## src/hdl/apu_pkg.sv

```systemverilog
`timescale 1ns / 1ps
// Shared constants, types and register codes of the Adam parameter update unit.
package apu_pkg;

    localparam int NUM_ELEMS  = 4096;  // moment memory depth, a power of two
    localparam int ADDR_W     = (NUM_ELEMS > 1) ? $clog2(NUM_ELEMS) : 1;

    localparam int IDX_W      = 12;
    localparam int VAL_W      = 32;
    localparam int LR_W       = 24;
    localparam int BETA_W     = 16;
    localparam int EPS_W      = 24;
    localparam int POW_W      = 32;
    localparam int SR_W       = 40;
    localparam int SC_W       = 41;

    localparam int CFG_IDX_W  = 2;
    localparam int CFG_DATA_W = 24;

    localparam int FIFO_DEPTH = 4;
    localparam int FIFO_PTR_W = 2;

    localparam int DIV_STEPS  = 56;    // correction divider, one quotient bit a cycle
    localparam int CNT_W      = 6;
    localparam int SQ_STEPS   = 32;    // root pipeline, one root bit a stage
    localparam int QDIV_STEPS = 56;    // normalizing divide pipeline, one bit a stage

    localparam logic [LR_W-1:0]   LR_RESET  = 24'd16777;
    localparam logic [BETA_W-1:0] B1_RESET  = 16'd58982;
    localparam logic [BETA_W-1:0] B2_RESET  = 16'd65470;
    localparam logic [EPS_W-1:0]  EPS_RESET = 24'd1;

    localparam logic [POW_W-1:0]  POW_ONE   = 32'h8000_0000;
    localparam logic [SR_W-1:0]   SR_MAX    = {SR_W{1'b1}};
    localparam logic [SC_W-1:0]   SC_MAX    = {SC_W{1'b1}};
    localparam logic [SC_W-1:0]   SC_RESET  = SC_W'(64'd1 << 24);

    typedef enum logic [CFG_IDX_W-1:0] {
        CFG_LEARN_RATE = 2'd0,
        CFG_BETA_ONE   = 2'd1,
        CFG_BETA_TWO   = 2'd2,
        CFG_EPSILON    = 2'd3
    } cfg_index_t;

    typedef struct packed {
        logic [LR_W-1:0]   learn_rate;
        logic [BETA_W-1:0] beta_one;
        logic [BETA_W-1:0] beta_two;
        logic [EPS_W-1:0]  epsilon;
    } cfg_t;

    typedef struct packed {
        logic [IDX_W-1:0]        idx;
        logic signed [VAL_W-1:0] param;
        logic signed [VAL_W-1:0] grad;
        logic [SR_W-1:0]         step_rate;
        logic [SC_W-1:0]         second_corr;
    } qitem_t;

    typedef struct packed {
        logic full;
        logic empty;
    } fifo_stat_t;

endpackage

```

## src/hdl/apu_queue.sv

```systemverilog
`timescale 1ns / 1ps
// Short queue between the front end and the update pipeline.
module apu_queue (
    input  logic                clk,
    input  logic                rst_n,
    input  logic                push,
    input  apu_pkg::qitem_t     push_item,
    input  logic                pop,
    output apu_pkg::qitem_t     head,
    output apu_pkg::fifo_stat_t fstat
);

    apu_pkg::qitem_t mem_reg [apu_pkg::FIFO_DEPTH];
    logic [apu_pkg::FIFO_PTR_W-1:0] wr_ptr_reg, rd_ptr_reg;
    logic [apu_pkg::FIFO_PTR_W:0]   cnt_reg;
    logic do_push, do_pop;

    assign fstat.full  = (cnt_reg == (apu_pkg::FIFO_PTR_W + 1)'(apu_pkg::FIFO_DEPTH));
    assign fstat.empty = (cnt_reg == '0);
    assign do_push     = push && !fstat.full;
    assign do_pop      = pop && !fstat.empty;
    assign head        = mem_reg[rd_ptr_reg];

    always_ff @(posedge clk or negedge rst_n)
    begin
        if (!rst_n)
        begin
            wr_ptr_reg <= '0;
            rd_ptr_reg <= '0;
            cnt_reg    <= '0;
        end
        else
        begin
            if (do_push)
            begin
                wr_ptr_reg <= wr_ptr_reg + 1'b1;
            end
            if (do_pop)
            begin
                rd_ptr_reg <= rd_ptr_reg + 1'b1;
            end
            if (do_push && !do_pop)
            begin
                cnt_reg <= cnt_reg + 1'b1;
            end
            else if (do_pop && !do_push)
            begin
                cnt_reg <= cnt_reg - 1'b1;
            end
        end
    end

    always_ff @(posedge clk)
    begin
        if (do_push)
        begin
            mem_reg[wr_ptr_reg] <= push_item;
        end
    end

endmodule

```

## config.mk

```make
export PLATFORM = sky130hd
export DESIGN_NAME = apu_queue
export DESIGN_NICKNAME = d
export VERILOG_FILES = /design/src/hdl/apu_pkg.sv /design/src/hdl/apu_queue.sv
export SDC_FILE = /design/constraint.sdc
export NUM_CORES = 1
export LEC_CHECK = 0
export BUFFER_PORTS_ARGS = -buffer_cell sky130_fd_sc_hd__buf_2
export CAP_MARGIN = 20
export CORE_ASPECT_RATIO = 1.75
export CORE_MARGIN = 4
export CORE_UTILIZATION = 55
export DETAILED_ROUTE_END_ITERATION = 10
export GPL_TIMING_DRIVEN = 0
export HOLD_SLACK_MARGIN = 0.03
export PLACE_DENSITY_LB_ADDON = 0.25
export SLEW_MARGIN = 10
export SYNTH_ARGS = -nofsm -noshare
export SYNTH_HDL_FRONTEND = slang
export SYNTH_SLANG_ARGS = --single-unit
```

## constraint.sdc

```tcl
create_clock -name clk -period 12.95 [get_ports clk]
set_input_delay 0.6475 -clock clk [delete_from_list [all_inputs] [get_ports clk]]
set_output_delay 0.6475 -clock clk [all_outputs]
set_load 0.02 [all_outputs]
```

=== Yosys cells after proc, flatten, opt, wreduce, memory -nomap -nowiden ===
Memory sizes are Yosys's and may differ from the RTL's.
Cells that the tools add are included.

* Add/subtract/negate cells: 4
* Equality and inequality tests: 1
* Multiplexer cells: 4
* Reductions and logical operators: 10

{| class="wikitable"
|+ Operators by type and width
! operator !! number
|-
| 2-to-1 mux 3 bit || 2
|-
| adder 2 x 1 -> 2 bit, second input constant || 2
|-
| logical AND 1 bit || 4
|-
| logical NOT 1 bit || 4
|-
| adder 3 x 1 -> 3 bit, second input constant || 1
|-
| == test 3 bit, second input constant || 1
|-
| logical NOT 3 bit || 1
|-
| subtractor 3 x 1 -> 3 bit, second input constant || 1
|-
| 2-to-1 mux 1 bit || 2
|-
| nonzero test 2 bit || 1
|}

* Bits in registers: 7
* Memory bits (writable): 628
* Input port bits: 161
* Output and inout port bits: 159
* Logic and storage cells: 23
* Memories kept: 1

{| class="wikitable"
|+ Memories
! memory !! words !! width !! read ports !! clocked after Yosys merged registers in !! write ports !! RTL line !! RTL
|-
| mem_reg || 4 || 157 || 1 || 0 || 1 || apu_queue.sv:13 || <nowiki>apu_pkg::qitem_t mem_reg [apu_pkg::FIFO_DEPTH];</nowiki>
|}

=== Depth between registers and ports, before layout ===
Gate-level depths: netlist (run 1).

* Depth in word-level cells: 7
* Mapped depth: 9

=== Worst setup path before layout (run 1) ===
OpenSTA, ideal clock, no wires.

* Kind: input to register
* From: in push
* To: mem mem_reg[0][0] (netlist name) (enable)
* Arrival: 4.519 ns
* Required time: 12.414 ns
* Slack: 7.895 ns
* Stages: 3
* Cells stage by stage: nor2b_1 buf_2 and2_1

* Word-level cells in the longest chain between the ends: 3

{| class="wikitable"
|+ RTL lines
! what !! RTL line !! RTL
|-
| start: declaration || apu_queue.sv:6 || <nowiki>input logic push,</nowiki>
|-
| logical AND 1 bit || apu_queue.sv:20 || <nowiki>assign do_push = push && !fstat.full;</nowiki>
|-
| net do_push || apu_queue.sv:16 || <nowiki>logic do_push, do_pop;</nowiki>
|-
| 2-to-1 mux 1 bit || apu_queue.sv:55 || <nowiki>if (do_push)</nowiki>
|-
| 2-to-1 mux 1 bit (implied by the code) || apu_queue.sv:57 || <nowiki>mem_reg[wr_ptr_reg] <= push_item;</nowiki>
|-
| end: declaration || apu_queue.sv:13 ||
|}

The timed path passes the listed nets, and every way through them passes these cells.

==> results.py, run 1 <==
metrics = {
    "global_route": {
        "grt_pass1_vias": 11200,
        "gr-total-overflow": 0,
        "grt_pass1_wl_um": 67560,
        "antenna_found_initial": 10,
        "grt_max_degree": 51,
        "track_usage_pct": 19.75,
    },
    "critical_path": {
        "r2r_cells": 6,
        "cp_slowest_cell": "buf_2",
        "worst-path-buf-inv": 4,
        "crit_chain": "clkbuf_1 > buf_2 > buf_2 > mux4_2 > buf_2",
        "crit_path_start": "rd_ptr_reg[1]$_DFFE_PN0P_",
        "cp.depth": 5,
        "worst_r2r_startpoint": "cnt_reg[2]$_DFFE_PN0P_",
        "worst_setup_path_end_kind": "primary output",
        "crit_path_frequent_cell": "buf_2",
        "worst-path-max-fanout": 10,
        "cp.required_ps": 12300,
        "crit_path_start_kind": "flip-flop",
        "path_class": "reg2out",
        "crit_family": "buffers and inverters",
        "slowest_delay_ps": 380,
        "crit_arrival_ps": 2380,
    },
    "detailed_routing": {
        "drt_wl_total_um": 44160,
        "drt-vias-per-instance": 5.571,
        "wl_per_cell_um": 23.90,
        "drc": 0,
        "antenna_left": 0,
        "vias": 10300,
        "dr.pass1.iters": 5,
        "drtIter0Drc": 710,
    },
    "outcome": {
        "status": "complete, no violations",
    },
    "power": {
        "p_per_area_nw_per_um2": 238.6,
        "peakVddDrop_uv": 172.1,
        "clockPowerShare_pct": 23.7,
        "swShare_pct": 31.62,
        "power.internal_w": 0.004470,
        "p_leak_nw": 9.354,
        "power_frac_comb_pct": 33.6,
        "p_seq_share_pct": 42.7,
        "p_switching_w": 0.002067,
    },
    "die": {
        "rows": 99,
        "die_area_um2": 45420,
        "num_io_pins": 320,
        "start_util_pct": 55.43,
        "die_h_um": 278.9,
        "core_um2": 41620,
        "die_w_um": 162.8,
    },
    "sta": {
        "skew_ps": 17.07,
        "rsz0062_at_grt": "no",
        "worstMarginPinSlew_ps": 735.5,
        "fin_crit_ps": 3024,
        "worst_slack_ps": 9926,
        "setup_viol": 0,
        "report.final.slew_viol_count": 0,
        "max_slew_margin_pct": 50.97,
        "tns_ps": 0,
        "hold_slack_ps": 284.2,
        "fmax_mhz": 330.7,
        "period_share_pct": 23.35,
        "hold_viol": 0,
    },
    "placed_design": {
        "hpwl_um": 28940,
        "port_buffers": 319,
        "dp_worst_setup_slack_ps": 10210,
        "gp_congestion": 0.7201,
    },
    "synthesis": {
        "ys_seq_area_share_pct": 82.50,
        "synth_top_area_cell": "edfxtp_1",
        "ys_types": 20,
        "synthCells": 857,
        "ys_ff_latch": 635,
        "synth.net_count": 1024,
        "avgSynthCellArea_um2": 26.92,
        "syn_area_um2": 23070,
        "netlist_top_cells_area": "edfxtp_1, mux4_2, dfrtp_1, buf_6, buf_2",
        "synth.top_cell.area_share_pct": 81.74,
        "yosysWarnings": 0,
    },
    "hold_path": {
        "min_from": "push_item[143]",
        "worstHoldPathCells": 1,
        "hp-class": "in2reg",
    },
    "cts": {
        "tritoncts": "yes",
        "cts-root-buf": "clkbuf_16",
        "clkSlewWorstSetupHoldPaths_ps": 60,
        "cts_resized": 0,
        "clock-sinks": 635,
        "cts.htree.levels": 2,
        "cts_buffers": 52,
        "cts_buffer_depth": 3,
        "ctsHoldBuffers": 1,
        "clock_latency_ps": 570,
        "cts_setup_buffers": 0,
    },
    "finish": {
        "largest_reg_flops": 628,
        "layout-drive-gt1-share_pct": 47.32,
        "final_nets": 1410,
        "area_growth_pct": 18.78,
        "finalCoreUtilization_pct": 65.84,
    },
    "job": {
        "cap_violations": 0,
    },
}
## cells in the mapped netlist
cell / count
or3_1: 1
clkbuf_1: 3
nor2b_1: 1
inv_1: 4
dfrtp_1: 7
ha_1: 5
edfxtp_1: 628
nand2_1: 1
buf_6: 14
nor3b_1: 1
buf_2: 19
and2_1: 4
nor2_1: 1
nand3_1: 1
fa_1: 1
mux4_2: 157
buf_4: 1
xor2_1: 2
mux2_2: 2
xnor2_1: 4
## cells by family (layout without fill, tap and decap cells)
kind of cell / after synthesis / in the layout / share of synthesized area (%)
DFF: 635 / 635 / 82.50
other: 0 / 6 / 0
xor gates and xnor gates: 6 / 6 / 0.2278
muxes: 159 / 159 / 15.42
adders and majority gates: 6 / 6 / 0.3579
buffers and inverters: 41 / 471 / 1.242
and+or+nand+nor: 10 / 10 / 0.2494
## cell type report
type,instances,area [µm²]
sequential,635,19030
fill,2743,14220
multi-input combinational,181,3761
timing repair buffer,332,1914
clock buffer,63,1364
tap,555,694.4
clock inverter,35,335.3
buffer,37,271.5
inverter,4,15.01
antenna,6,15.01
## per-layer routing
layer	share of wire (%)	wire length [µm]	GRT usage, %
met3	6.1	2701	4.106
met4	2.9	1285	6.866
met2	56	24560	35.19
met5	0.095	42	0
met1	35	15570	24.03
## worst paths after layout
| check | to | slack [ps] |
|---|---|---|
| hold / removal | mem_reg[0][143]$_DFFE_PP_ | 280 |
| max in group asynchronous | rd_ptr_reg[0]$_DFFE_PN0P_ | 12350 |
| hold reg to reg | cnt_reg[2]$_DFFE_PN0P_ | 480 |
| setup / recovery | head[39] | 9930 |
| setup reg to reg | mem_reg[2][79]$_DFFE_PP_ | 10440 |
| min in group asynchronous | wr_ptr_reg[0]$_DFFE_PN0P_ | 450 |
## power by group through the flow
| stage | Sequential [W] | Clock [W] | Combinational (W) |
|---|---|---|---|
| after global placement | 0.00295 | 0 | 0.00218 |
| after detailed placement | 0.00284 | 0 | 0.00226 |
| after global routing | 0.00282 | 0.00168 | 0.00235 |
| final | 0.00279 | 0.00155 | 0.00220 |
| after floorplan | 0.00288 | 0 | 0.00148 |
| after CTS | 0.00279 | 0.00159 | 0.00227 |
## cell usage in the layout (no fill, tap or decap), types with 7 or more instances in the layout
cell       synthesis  final
edfxtp_1         628    628
buf_2             19    338
mux4_2           157    157
clkbuf_16          0     53
clkinv_2           0     16
buf_6             14     14
clkbuf_1           3     13
buf_16             0      9
clkinv_1           0      7
dfrtp_1            7      7
## through the flow
stage | instance area [µm²] | power [W] | instances
2_1_floorplan | 23070 | 0.004355 | 857
3_3_place_gp | 25360 | 0.005132 | 1731
3_5_place_dp | 25680 | 0.005094 | 1743
4_1_cts | 27390 | 0.006650 | 1842
5_1_grt | 27400 | 0.006850 | 1847
6_report | 27400 | 0.006537 | 1848
No activity file was read; power rests on OpenSTA's default activity.
==> inputs of run 2 (changes only) <==
==> constraint.sdc (replaced) <==
create_clock -name clk -period 2.8 [get_ports clk]
set_input_delay 0.14 -clock clk [delete_from_list [all_inputs] [get_ports clk]]
set_output_delay 0.14 -clock clk [all_outputs]
set_load 0.02 [all_outputs]
==> run 2 against run 1 <==
Register-to-register slack got worse by 10000 ps; clock-buffer cell count decreased by 8; non-clock buffer count up 159; largest power group unchanged.
==> results.py, run 2 (synthesis results as in run 1) <==
metrics = {
    "critical_path": {
        "crit_chain": "clkbuf_1 > buf_2 > buf_2 > mux4_2 > buf_2",
        "crit_path_frequent_cell": "buf_2",
        "crit_arrival_ps": 2450,
        "worst_r2r_startpoint": "cnt_reg[2]$_DFFE_PN0P_",
        "slowest_delay_ps": 370,
        "cp.required_ps": 2660,
        "worst-r2r-setup-slack_ps": 280,
        "path_class": "reg2out",
        "worst_setup_path_end_kind": "primary output",
        "r2r_cells": 6,
        "r2r_end": "mem_reg[3][76]$_DFFE_PP_",
        "worst-path-max-fanout": 10,
        "crit_path_start_kind": "flip-flop",
        "cp_slowest_cell": "buf_2",
    },
    "cts": {
        "clock-sinks": 635,
        "clock_latency_ps": 560,
        "cts-root-buf": "clkbuf_16",
        "clkSlewWorstSetupHoldPaths_ps": 60,
        "cts_buffers": 52,
        "cts.htree.levels": 2,
        "tritoncts": "yes",
        "cts_setup_buffers": 0,
        "cts_buffer_depth": 3,
    },
    "finish": {
        "stdcell_count": 2000,
        "largest_reg_flops": 628,
        "stdcell_area_um2": 29060,
        "final_nets": 1569,
        "layout_common_cells": "edfxtp_1, buf_2, dlygate4sd3_1",
        "area_growth_pct": 25.97,
        "layout_commonest_cell": "edfxtp_1",
        "layout-drive-gt1-share_pct": 42.27,
    },
    "sta": {
        "rsz0062_at_grt": "no",
        "setup_viol": 0,
        "fmax_mhz": 385.9,
        "period_share_pct": 92.55,
        "worstMarginPinSlew_ps": 827.2,
        "report.final.slew_viol_count": 0,
        "hold_viol": 0,
        "fin_crit_ps": 2591,
        "skew_ps": 9.992,
        "max_slew_margin_pct": 44.85,
    },
    "outcome": {
        "status": "complete, no violations",
    },
    "global_route": {
        "grt_pass1_vias": 12240,
        "track_usage_pct": 21.02,
        "gr-total-overflow": 0,
        "antenna_found_initial": 3,
        "grt_max_degree": 52,
        "grt_pass1_wl_um": 72280,
    },
    "die": {
        "die_w_um": 162.8,
        "die_area_um2": 45420,
        "core_um2": 41620,
        "die_h_um": 278.9,
        "start_util_pct": 55.43,
        "num_io_pins": 320,
        "rows": 99,
    },
    "detailed_routing": {
        "drt_wl_total_um": 46640,
        "antenna_left": 0,
        "drc": 0,
        "drtIter0Drc": 812,
        "vias": 10930,
        "wl_per_cell_um": 23.32,
        "dr.pass1.iters": 5,
        "drt-vias-per-instance": 5.465,
    },
    "power": {
        "peakVddDrop_uv": 830.6,
        "power_frac_comb_pct": 33.7,
        "swShare_pct": 31.59,
        "power.internal_w": 0.02108,
        "p_leak_nw": 10.03,
        "clockPowerShare_pct": 24.4,
        "p_switching_w": 0.009737,
        "p_per_area_nw_per_um2": 1060,
        "p_seq_share_pct": 41.9,
    },
    "placed_design": {
        "gp_congestion": 0.7012,
        "post_dp_cell_area_um2": 25670,
        "place_inst": 1743,
        "port_buffers": 319,
        "hpwl_um": 29180,
    },
    "hold_path": {
        "worstHoldPathCells": 4,
        "min_from": "push",
        "hp-class": "in2reg",
        "holdPathEnd": "wr_ptr_reg[0]$_DFFE_PN0P_",
    },
    "job": {
        "cap_violations": 0,
    },
}
[run 2: cell types whose count changed in the layout (fill, tap and decap cells not counted), sizes merged]
cell,delta
bufinv,+3
diode,-4
clkbuf,-7
buf,-1
clkinv,-2
dlygate4sd3,+159
clkinvlp,+4
[run 2: per-stage QoR]
step                power [W]  hold slack, ps  util [%]  worst slack (ps)  setup TNS (ps)
global placement      0.02340          -18.97     60.95             -2018        -1245170
global route          0.03223           101.5     69.83             83.25               0
floorplan             0.01996          -155.6         -            -452.5         -284180
finish                0.03082           96.47     69.83             208.5               0
CTS                   0.03123           78.02     69.81             53.33               0
detailed placement    0.02355          -17.50     61.68             227.8               0
[run 2: area by class of cell]
cell class / instances / area, µm²
Inverter: 4 / 15.01
Tap cell: 555 / 694.4
Timing Repair Buffer: 491 / 3498
Clock buffer: 55 / 1334
Sequential cell: 635 / 19030
Multi-Input combinational cell: 181 / 3761
Antenna cell: 2 / 5.005
Clock inverter: 40 / 447.9
Buffer: 37 / 274.0
Fill cell: 2582 / 12560
[run 2: worst max path at each step]
stage / start / to / slack (ps) / cells past startpoint
2_1_floorplan: cnt_reg[2]$_DFFE_PN0P_ / mem_reg[0][0]$_DFFE_PP_ / -450 / 4
3_3_place_gp: cnt_reg[2]$_DFFE_PN0P_ / mem_reg[2][77]$_DFFE_PP_ / -2020 / 4
3_5_place_dp: cnt_reg[2]$_DFFE_PN0P_ / mem_reg[3][77]$_DFFE_PP_ / 230 / 6
4_1_cts: rd_ptr_reg[1]$_DFFE_PN0P_ / head[38] / 50 / 5
5_1_grt: rd_ptr_reg[1]$_DFFE_PN0P_ / head[35] / 80 / 5
6_report: rd_ptr_reg[1]$_DFFE_PN0P_ / head[127] / 210 / 5
[run 2: power groups by stage]
stage               Clock, W  Sequential [W]  Combinational (W)
floorplan                  0          0.0131            0.00684
global placement           0          0.0133             0.0101
detailed placement         0          0.0131             0.0104
CTS                  0.00765          0.0129             0.0106
global route         0.00809          0.0131             0.0111
finish               0.00751          0.0129             0.0104
[run 2: timing repair]
action / CTS / global route
setup endpoints to repair: 0 / 1
hold endpoints to repair: 637 / 0
hold buffers: 160 / 0
resized for setup: 0 / 1
[run 2: routing by layer]
| metal | global-route usage (%) | wire, µm | vias to the layer above | part of all wire, % |
|---|---|---|---|---|
| met3 | 4.209 | 2652 | 93 | 5.7 |
| met5 | 0 | 13 | - | 0.028 |
| met1 | 25.25 | 16590 | 5667 | 36 |
| met4 | 6.974 | 1483 | 2 | 3.2 |
| met2 | 38.08 | 25910 | 356 | 56 |
| li1 | - | - | 4811 | - |
[run 2: worst max-delay path: cells and delay by family (launching register included)]
family | cells | cell delay [ps]
multiplexers | 1 | 360
flip-flops | 1 | 330
buffers and inverters | 4 | 1210
