[src/hdl/apu_pkg.sv]
`timescale 1ns / 1ps
// Shared constants, types and register codes of the Adam parameter update unit.
package apu_pkg;

    localparam int NUM_ELEMS  = 4096;  // moment memory depth, a power of two
    localparam int ADDR_W     = (NUM_ELEMS > 1) ? $clog2(NUM_ELEMS) : 1;

    localparam int IDX_W      = 12;
    localparam int VAL_W      = 32;
    localparam int LR_W       = 24;
    localparam int BETA_W     = 16;
    localparam int EPS_W      = 24;
    localparam int POW_W      = 32;
    localparam int SR_W       = 40;
    localparam int SC_W       = 41;

    localparam int CFG_IDX_W  = 2;
    localparam int CFG_DATA_W = 24;

    localparam int FIFO_DEPTH = 4;
    localparam int FIFO_PTR_W = 2;

    localparam int DIV_STEPS  = 56;    // correction divider, one quotient bit a cycle
    localparam int CNT_W      = 6;
    localparam int SQ_STEPS   = 32;    // root pipeline, one root bit a stage
    localparam int QDIV_STEPS = 56;    // normalizing divide pipeline, one bit a stage

    localparam logic [LR_W-1:0]   LR_RESET  = 24'd16777;
    localparam logic [BETA_W-1:0] B1_RESET  = 16'd58982;
    localparam logic [BETA_W-1:0] B2_RESET  = 16'd65470;
    localparam logic [EPS_W-1:0]  EPS_RESET = 24'd1;

    localparam logic [POW_W-1:0]  POW_ONE   = 32'h8000_0000;
    localparam logic [SR_W-1:0]   SR_MAX    = {SR_W{1'b1}};
    localparam logic [SC_W-1:0]   SC_MAX    = {SC_W{1'b1}};
    localparam logic [SC_W-1:0]   SC_RESET  = SC_W'(64'd1 << 24);

    typedef enum logic [CFG_IDX_W-1:0] {
        CFG_LEARN_RATE = 2'd0,
        CFG_BETA_ONE   = 2'd1,
        CFG_BETA_TWO   = 2'd2,
        CFG_EPSILON    = 2'd3
    } cfg_index_t;

    typedef struct packed {
        logic [LR_W-1:0]   learn_rate;
        logic [BETA_W-1:0] beta_one;
        logic [BETA_W-1:0] beta_two;
        logic [EPS_W-1:0]  epsilon;
    } cfg_t;

    typedef struct packed {
        logic [IDX_W-1:0]        idx;
        logic signed [VAL_W-1:0] param;
        logic signed [VAL_W-1:0] grad;
        logic [SR_W-1:0]         step_rate;
        logic [SC_W-1:0]         second_corr;
    } qitem_t;

    typedef struct packed {
        logic full;
        logic empty;
    } fifo_stat_t;

endpackage

[src/hdl/apu_ifs.sv]
`timescale 1ns / 1ps
// Input and output stream interfaces of the Adam parameter update unit.
interface apu_in_if;
    logic                             valid;
    logic                             ready;
    logic [apu_pkg::IDX_W-1:0]        elem_index;
    logic signed [apu_pkg::VAL_W-1:0] param_value;
    logic signed [apu_pkg::VAL_W-1:0] gradient;
    logic                             first_of_step;

    modport source (output valid, elem_index, param_value, gradient, first_of_step,
                    input ready);
    modport sink   (input valid, elem_index, param_value, gradient, first_of_step,
                    output ready);
endinterface


[src/hdl/apu_front.sv]
`timescale 1ns / 1ps
// Front end: accepts beats, advances beta powers and recomputes bias corrections.
module apu_front (
    input  logic                clk,
    input  logic                rst_n,
    apu_in_if.sink              in_ch,
    input  apu_pkg::cfg_t       cfg,
    input  logic                clearing,
    input  apu_pkg::fifo_stat_t fstat,
    output logic                push,
    output apu_pkg::qitem_t     push_item
);

    typedef enum logic [2:0] {
        ST_RUN = 3'b001,
        ST_POW = 3'b010,
        ST_DIV = 3'b100
    } front_state_t;

    front_state_t state_reg, state_next;

    apu_pkg::qitem_t hold_reg;
    logic [apu_pkg::POW_W-1:0] pow1_reg, pow2_reg;
    logic [apu_pkg::SR_W-1:0]  sr_reg;
    logic [apu_pkg::SC_W-1:0]  sc_reg;
    logic [apu_pkg::CNT_W-1:0] cnt_reg;
    logic [31:0] rem1_reg, rem2_reg;
    logic [55:0] dvd1_reg, dvd2_reg, quo1_reg, quo2_reg;

    logic        take;
    logic        div_last;
    logic        div_done;
    logic [47:0] prod1, prod2;
    logic [31:0] d1, d2;
    logic [32:0] trial1, trial2;
    logic        ge1, ge2;
    logic [31:0] rem1_next, rem2_next;
    logic [55:0] qf1, qf2;
    logic [apu_pkg::SR_W-1:0] sr_next;
    logic [apu_pkg::SC_W-1:0] sc_next;

    assign in_ch.ready = (state_reg == ST_RUN) && !fstat.full && !clearing;
    assign take        = in_ch.valid && in_ch.ready;

    assign prod1 = pow1_reg * cfg.beta_one;
    assign prod2 = pow2_reg * cfg.beta_two;
    assign d1    = apu_pkg::POW_ONE - pow1_reg;
    assign d2    = apu_pkg::POW_ONE - pow2_reg;

    // restoring divide step, both corrections side by side
    assign trial1    = {rem1_reg, dvd1_reg[55]};
    assign trial2    = {rem2_reg, dvd2_reg[55]};
    assign ge1       = trial1 >= {1'b0, d1};
    assign ge2       = trial2 >= {1'b0, d2};
    assign rem1_next = ge1 ? 32'(trial1 - {1'b0, d1}) : trial1[31:0];
    assign rem2_next = ge2 ? 32'(trial2 - {1'b0, d2}) : trial2[31:0];
    assign qf1       = {quo1_reg[54:0], ge1};
    assign qf2       = {quo2_reg[54:0], ge2};

    // hold the last divide step until the queue has room for the flagged beat
    assign div_last = (state_reg == ST_DIV) &&
                      (cnt_reg == apu_pkg::CNT_W'(apu_pkg::DIV_STEPS - 1));
    assign div_done = div_last && !fstat.full;

    always_comb
    begin
        if (d1 == '0 || qf1 > {16'b0, apu_pkg::SR_MAX})
        begin
            sr_next = apu_pkg::SR_MAX;
        end
        else
        begin
            sr_next = qf1[apu_pkg::SR_W-1:0];
        end
        if (d2 == '0 || qf2 > {15'b0, apu_pkg::SC_MAX})
        begin
            sc_next = apu_pkg::SC_MAX;
        end
        else
        begin
            sc_next = qf2[apu_pkg::SC_W-1:0];
        end
    end

    always_comb
    begin
        state_next = state_reg;
        case (state_reg)
            ST_RUN:
            begin
                if (take && in_ch.first_of_step)
                begin
                    state_next = ST_POW;
                end
            end
            ST_POW:  state_next = ST_DIV;
            ST_DIV:
            begin
                if (div_done)
                begin
                    state_next = ST_RUN;
                end
            end
            default: state_next = ST_RUN;
        endcase
    end

    // flagged beat waits in the hold register until its corrections are ready
    assign push = (take && !in_ch.first_of_step) || div_done;

    always_comb
    begin
        if (div_done)
        begin
            push_item             = hold_reg;
            push_item.step_rate   = sr_next;
            push_item.second_corr = sc_next;
        end
        else
        begin
            push_item.idx         = in_ch.elem_index;
            push_item.param       = in_ch.param_value;
            push_item.grad        = in_ch.gradient;
            push_item.step_rate   = sr_reg;
            push_item.second_corr = sc_reg;
        end
    end

    always_ff @(posedge clk or negedge rst_n)
    begin
        if (!rst_n)
        begin
            state_reg <= ST_RUN;
            pow1_reg  <= apu_pkg::POW_ONE;
            pow2_reg  <= apu_pkg::POW_ONE;
            sr_reg    <= '0;
            sc_reg    <= apu_pkg::SC_RESET;
            cnt_reg   <= '0;
        end
        else
        begin
            state_reg <= state_next;
            case (state_reg)
                ST_POW:
                begin
                    pow1_reg <= prod1[47:16];
                    pow2_reg <= prod2[47:16];
                    cnt_reg  <= '0;
                end
                ST_DIV:
                begin
                    if (!div_last)
                    begin
                        cnt_reg <= cnt_reg + 1'b1;
                    end
                    if (div_done)
                    begin
                        sr_reg <= sr_next;
                        sc_reg <= sc_next;
                    end
                end
                default: ;
            endcase
        end
    end

    always_ff @(posedge clk)
    begin
        if (take)
        begin
            hold_reg <= push_item;
        end
        case (state_reg)
            ST_POW:
            begin
                rem1_reg <= '0;
                rem2_reg <= '0;
                quo1_reg <= '0;
                quo2_reg <= '0;
                dvd1_reg <= {1'b0, cfg.learn_rate, 31'b0};
                dvd2_reg <= {1'b1, 55'b0};
            end
            ST_DIV:
            begin
                if (!div_last)
                begin
                    rem1_reg <= rem1_next;
                    rem2_reg <= rem2_next;
                    quo1_reg <= qf1;
                    quo2_reg <= qf2;
                    dvd1_reg <= {dvd1_reg[54:0], 1'b0};
                    dvd2_reg <= {dvd2_reg[54:0], 1'b0};
                end
            end
            default: ;
        endcase
    end

endmodule

[src/flat_wrapper.sv]
// flat-port wrapper written by rule: the top's interface ports become plain ports
module apu_front_flat 
  (clk, rst_n, cfg, clearing, fstat, push, push_item, in_ch_valid, in_ch_elem_index, in_ch_param_value, in_ch_gradient, in_ch_first_of_step, in_ch_ready);
  apu_in_if in_ch_i ();
  input  logic clk;
  input  logic rst_n;
  input  apu_pkg::cfg_t cfg;
  input  logic clearing;
  input  apu_pkg::fifo_stat_t fstat;
  output logic push;
  output apu_pkg::qitem_t push_item;
  input wire logic [$bits(in_ch_i.valid)-1:0] in_ch_valid;
  input wire logic [$bits(in_ch_i.elem_index)-1:0] in_ch_elem_index;
  input wire logic [$bits(in_ch_i.param_value)-1:0] in_ch_param_value;
  input wire logic [$bits(in_ch_i.gradient)-1:0] in_ch_gradient;
  input wire logic [$bits(in_ch_i.first_of_step)-1:0] in_ch_first_of_step;
  output wire logic [$bits(in_ch_i.ready)-1:0] in_ch_ready;
  assign in_ch_i.valid = in_ch_valid;
  assign in_ch_i.elem_index = in_ch_elem_index;
  assign in_ch_i.param_value = in_ch_param_value;
  assign in_ch_i.gradient = in_ch_gradient;
  assign in_ch_i.first_of_step = in_ch_first_of_step;
  assign in_ch_ready = in_ch_i.ready;
  apu_front u_core (.clk(clk), .rst_n(rst_n), .in_ch(in_ch_i), .cfg(cfg), .clearing(clearing), .fstat(fstat), .push(push), .push_item(push_item));
endmodule
[config.mk]
export PLATFORM = sky130hd
export DESIGN_NAME = apu_front_flat
export DESIGN_NICKNAME = d
export VERILOG_FILES = /design/src/hdl/apu_pkg.sv /design/src/hdl/apu_ifs.sv /design/src/hdl/apu_front.sv /design/src/flat_wrapper.sv
export SDC_FILE = /design/constraint.sdc
export NUM_CORES = 2
export LEC_CHECK = 0
export CORE_ASPECT_RATIO = 1.75
export CORE_MARGIN = 10
export CORE_UTILIZATION = 35
export CTS_CLUSTER_SIZE = 40
export DETAILED_ROUTE_END_ITERATION = 6
export DONT_BUFFER_PORTS = 1
export PLACE_DENSITY = 0.46
export SLEW_MARGIN = 20
export SYNTH_ARGS = -nofsm -noshare
export SYNTH_HDL_FRONTEND = slang
export SYNTH_SLANG_ARGS = --single-unit
[constraint.sdc]
create_clock -name clk -period 16.4 [get_ports clk]
set_clock_uncertainty 0.15 [all_clocks]
set_input_delay 3.28 -clock clk [delete_from_list [all_inputs] [get_ports clk]]
set_output_delay 3.28 -clock clk [all_outputs]
set_load 0.02 [all_outputs]
After elaboration in Yosys (flattened, before gate mapping)
Cells that the tools add are included.
Word-level totals
  output and inout bits: 159
  bits of input ports: 163
  register bits: 516
Operators by class
  add/sub/neg operators: 5
  muxes and demuxes: 22
  reduce and logical (&&, ||, !) cells: 19
  magnitude comparators: 4
  $mul: 2
  equal/unequal tests: 7
Operators with widths (number)
  56-bit one-hot mux with 2 select lines: 2
  55-bit one-hot mux with 2 select lines: 2
  157-bit 2-to-1 mux: 1
  32-bit 2-to-1 mux: 4
  32-bit one-hot mux with 2 select lines: 2
  56-bit 2-to-1 mux: 2
  55-bit 2-to-1 mux: 2
  32-bit by 16-bit multiplier with 48-bit output: 2
  33-bit by 32-bit >= comparator with 1-bit output: 2
  32-bit zero test: 2
  32-bit subtractor: 2
  32-bit subtractor (first input constant): 2
  56-bit by 40-bit > comparator with 1-bit output (second input constant): 1
  56-bit by 41-bit > comparator with 1-bit output (second input constant): 1
  41-bit 2-to-1 mux: 1
  40-bit 2-to-1 mux: 1
  6-bit one-hot mux with 2 select lines: 1
  3-bit one-hot mux with 3 select lines: 1
  1-bit logical AND: 7
  6-bit by 1-bit adder with 6-bit output (second input constant): 1
  6-bit == test (second input constant): 1
  3-bit 2-to-1 mux: 2
  6-bit 2-to-1 mux: 1
  2-bit AND reduction: 3
  8 further kinds: 13

Depth between registers and ports, before layout
  depth in word-level cells: 7
  mapped depth: 26
  gate-level depth less buffers: 24

Least setup slack after synthesis
Ideal clock, no wire load.
  path type: input port to output port
  from: input port fstat[1] in the netlist's numbering
  to: output port push
  path slack: 6.233 ns
  stages: 5
  arrival: 6.737 ns
  data required time: 12.970 ns
  path through: nor2_1 -> nor4b_1 -> and2_1 -> inv_1 -> o21ai_0
On the way
  longest elaborated chain between the ends: 6
RTL lines
  start, declared: line flat_wrapper.sv:9  | input apu_pkg::fifo_stat_t fstat;
  1-bit zero test: line apu_front.sv:42  | assign in_ch.ready = (state_reg == ST_RUN) && !fstat.full && !clearing;
  1-bit logical AND (2 in series): line apu_front.sv:42
  via in_ch_ready: line flat_wrapper.sv:17  | output wire logic [$bits(in_ch_i.ready)-1:0] in_ch_ready;
  1-bit logical AND: line apu_front.sv:43  | assign take = in_ch.valid && in_ch.ready;
  via u_core.take: line apu_front.sv:30  | logic take;
  1-bit logical AND: line apu_front.sv:109  | assign push = (take && !in_ch.first_of_step) || div_done;
  1-bit logical OR: line apu_front.sv:109
  end, declared: line flat_wrapper.sv:10  | output logic push;
The timed path passes the listed nets, and every way through them passes these cells.

Worst setup path in the final report
  from: input port cfg[46] in the netlist's numbering
  to: register u_core.pow1_reg[30] in the netlist's numbering
On the way
  longest elaborated chain between the ends: 1
RTL lines
  start, declared: line flat_wrapper.sv:7  | input apu_pkg::cfg_t cfg;
  32-bit by 16-bit multiplier with 48-bit output: line apu_front.sv:45  | assign prod1 = pow1_reg * cfg.beta_one;
  end signal, assigned: line apu_front.sv:134  | pow1_reg <= apu_pkg::POW_ONE;
  end signal, assigned: line apu_front.sv:146  | pow1_reg <= prod1[47:16];
  end, declared: line apu_front.sv:23  | logic [apu_pkg::POW_W-1:0] pow1_reg, pow2_reg;
Every way passes these cells.
A chain may end at the register's enable or synchronous reset.

==> insert_results.sql <==
INSERT INTO impl_metrics (metric_group, metric, value, unit) VALUES
('run_status', 'run_status', 'complete, no violations', ''),
('finish', 'largest_reg_flops', '76', ''),
('global_route', 'track_usage', '19.09', '%'),
('logic_synthesis', 'ys_ff_latch', '430', ''),
('placement', 'place_area', '55430', 'sq um'),
('finish', 'finished_layout_cell_area', '57230', 'sq um'),
('global_route', 'grt_first_pass_wirelength', '250000', 'microns'),
('global_route', 'grt_start_max_net_pins', '198', ''),
('worst_setup_path', 'worstReg2RegStart', 'u_core.pow1_reg[4]', ''),
('worst_setup_path', 'worstSetupStartpointType', 'primary input', ''),
('sta', 'timing_worst_slew_pin_value', '1.180', 'ns'),
('finish', 'layout.core_utilization', '37.44', '%'),
('routing', 'routed.top_layer', 'met4', ''),
('sta', 'slew-limit-headroom', '21.37', '%'),
('clock_network', 'clock_path_buffers', '3', ''),
('worst_setup_path', 'worstPathRequired', '16.76', 'ns'),
('die', 'initial_core_util', '35.09', '%'),
('logic_synthesis', 'synth_async_sr_flop_share', '35.81', '%'),
('sta', 'timing.fmax', '101.1', 'MHz'),
('logic_synthesis', 'synth_area_per_cell', '9.368', 'sq um'),
('sta', 'grt_setup_unrepaired', 'no', ''),
('clock_network', 'clock_tree_from_tritoncts', 'built', ''),
('flow_run', 'timing.max_cap.violations', '0', ''),
('worst_setup_path', 'timing.critical_path.fanout_max', '32', ''),
('finish', 'layout.filler_cells', '15618', ''),
('finish', 'finish.net_count', '6812', ''),
('routing', 'detail_route.iter0.violations', '1848', ''),
('routing', 'drt_drc_violations_left', '0', ''),
('global_route', 'globalRouteOverflowTotal', '0', ''),
('logic_synthesis', 'yosys.cell_types.count', '77', ''),
('routing', 'drt-wirelength-per-cell', '21.38', 'microns'),
('die', 'die_h', '537.9', 'microns'),
('placement', 'place_hpwl', '117500', 'microns'),
('routing', 'wl_met2', '94340', 'microns'),
('routing', 'route.antenna.remaining_nets', '0', ''),
('logic_synthesis', 'synth.net_count', '7026', ''),
('logic_synthesis', 'ys.warnings.count', '0', ''),
('logic_synthesis', 'netlist.top_cell.by_area', 'fa_1', ''),
('clock_network', 'clock_latency', '0.65', 'ns'),
('worst_setup_path', 'worst-r2r-cell-count', '21', ''),
('die', 'num_rows', '190', ''),
('worst_setup_path', 'worst-endpoint-arrival', '10.25', 'ns'),
('global_route', 'grt_antenna_before_repair', '4', ''),
('hold_path', 'hold_path_class', 'register to register', ''),
('sta', 'hold_slack', '0.3298', 'ns'),
('sta', 'layout_min_cycle_time', '9.888', 'ns'),
('clock_network', 'number_of_buffers_created_by_cts', '52', ''),
('routing', 'num_vias', '38616', ''),
('sta', 'timing_max_transition_violations_final', '0', ''),
('clock_network', 'cts.sinks', '430', ''),
('finish', 'synthToLayoutAreaGrowth', '6.692', '%'),
('worst_setup_path', 'endpoint_kind', 'register', ''),
('routing', 'drt_pass1_iterations', '5', ''),
('clock_network', 'cts_max_level', '2', ''),
('worst_setup_path', 'setup.worst_path.end', 'u_core.pow1_reg[30]', ''),
('clock_network', 'worst_setup_hold_path_clk_slew', '0.06', 'ns'),
('clock_network', 'cts-hold-fix-buffers', '0', ''),
('sta', 'total_of_endpoints_with_negative_setup_slack_in_the_final_report', '0', ''),
('logic_synthesis', 'postSynthCellCount', '5726', ''),
('worst_setup_path', 'path_class', 'primary input to register', ''),
('worst_setup_path', 'reg2reg_slack', '8.17', 'ns'),
('die', 'width_of_the_die', '315.9', 'microns'),
('routing', 'wl_met1', '56530', 'microns'),
('placement', 'place.port_buffers', '0', ''),
('logic_synthesis', 'synth_seq_area_share', '22.65', '%'),
('global_route', 'number_of_global_route_vias_before_repair', '42232', ''),
('logic_synthesis', 'synth_enable_flop_cells', '276', ''),
('sta', 'finalHoldViolations', '0', ''),
('placement', 'place.gp.congestion', '0.8184', ''),
('routing', 'detail_route.wirelength', '161900', 'microns'),
('routing', 'dr_wl_met3', '6232', 'microns');
[synth_stat cells, types with 23 or more instances]
| master | n |
|---|---|
| nand2_1 | 1055 |
| inv_1 | 941 |
| fa_1 | 836 |
| and2_1 | 532 |
| clkbuf_1 | 309 |
| ha_1 | 301 |
| edfxtp_1 | 276 |
| o22a_1 | 163 |
| dfrtp_1 | 150 |
| nor2_1 | 150 |
| a21oi_1 | 130 |
| o21ai_0 | 127 |
| xnor2_1 | 114 |
| xor2_1 | 73 |
| a21o_1 | 70 |
| mux2i_1 | 46 |
| nand3_1 | 39 |
| nor3_1 | 39 |
| nand4_1 | 31 |
| a211oi_1 | 24 |
| nor4_1 | 23 |
[layout by cell type (no fill, tap or decap), types with 22 or more instances in the layout]
cell type | netlist | layout
a211oi_1 | 24 | 24
a21o_1 | 70 | 69
a21oi_1 | 130 | 130
and2_1 | 532 | 531
buf_4 | 0 | 68
clkbuf_16 | 0 | 54
dfrtp_1 | 150 | 149
edfxtp_1 | 276 | 276
fa_1 | 836 | 836
ha_1 | 301 | 301
inv_1 | 941 | 939
mux2i_1 | 46 | 46
nand2_1 | 1055 | 1054
nand3_1 | 39 | 38
nand4_1 | 31 | 31
nor2_1 | 150 | 149
nor3_1 | 39 | 39
nor4_1 | 23 | 22
o21ai_0 | 127 | 127
o22a_1 | 163 | 163
xnor2_1 | 114 | 114
xor2_1 | 73 | 73
[how the worst min path moves through the flow]
stage | start | end | slack (ns) | cells after the start
after floorplan | u_core.state_reg[0] | u_core.state_reg[2] | 0.32 | 1
after global placement | u_core.pow1_reg[26] | u_core.pow1_reg[26] | 0.32 | 2
after detailed placement | u_core.pow1_reg[5] | u_core.pow1_reg[5] | 0.32 | 2
after CTS | u_core.pow1_reg[5] | u_core.pow1_reg[5] | 0.34 | 2
after global routing | u_core.pow1_reg[26] | u_core.pow1_reg[26] | 0.36 | 2
final | u_core.pow1_reg[5] | u_core.pow1_reg[5] | 0.33 | 2
[layout make-up]
class / instances / area (sq um) / area share (%)
inverters: 941 / 3540 / 6.185
clock inverters: 24 / 315.3 / 0.5510
flip-flops and latches: 430 / 12150 / 21.23
clock buffers: 74 / 1476 / 2.580
repair buffers: 70 / 541.8 / 0.9467
well taps: 2016 / 2522 / 4.408
multi-input cells: 4017 / 36680 / 64.10
diodes: 1 / 2.502 / 0.004373
[worst max-delay path, stage by stage]
cell and delay [ns]:
and2_1 0.15, fa_1 0.53, inv_1 0.06, fa_1 0.50, fa_1 0.52, inv_1 0.05, fa_1 0.50, fa_1 0.56
inv_1 0.06, fa_1 0.54, inv_1 0.04, ha_1 0.32, a21oi_1 0.20, a21boi_0 0.18, o21ai_0 0.27, nand3_1 0.17
a311oi_1 0.77, o21ai_0 0.54, a221o_1 0.47, a21oi_1 0.21, o21ai_0 0.12, a22o_1 0.19
[per-stage QoR]
stage,instances,setup WS [ns]
detailed placement,7474,5.825
finish,7573,6.512
floorplan,5726,6.233
global placement,7474,5.808
global route,7572,6.116
CTS,7572,6.449
[kinds of logic (layout without fill, tap and decap cells)]
kind of cell    after synthesis  count (layout)  share of synthesized area (%)
simple gates               1984            1984                          17.51
xor+xnor                    187             187                          3.053
flops                       430             430                          22.65
compound gates              658             658                          8.521
other cells                   0               1                              0
fa+ha+maj                  1137            1137                          38.22
mux                          51              51                         0.9634
buf+inv                    1279            1109                          9.081
[per-layer routing]
metal  up-vias  GRT usage (%)
met2       784          39.00
met4         0          5.461
li1      17529              -
met3       231          2.051
met5         -              0
met1     20072          19.83
Power is not shown: default switching activity piles up to over one toggle a cycle in this logic, so the estimate is an artifact.
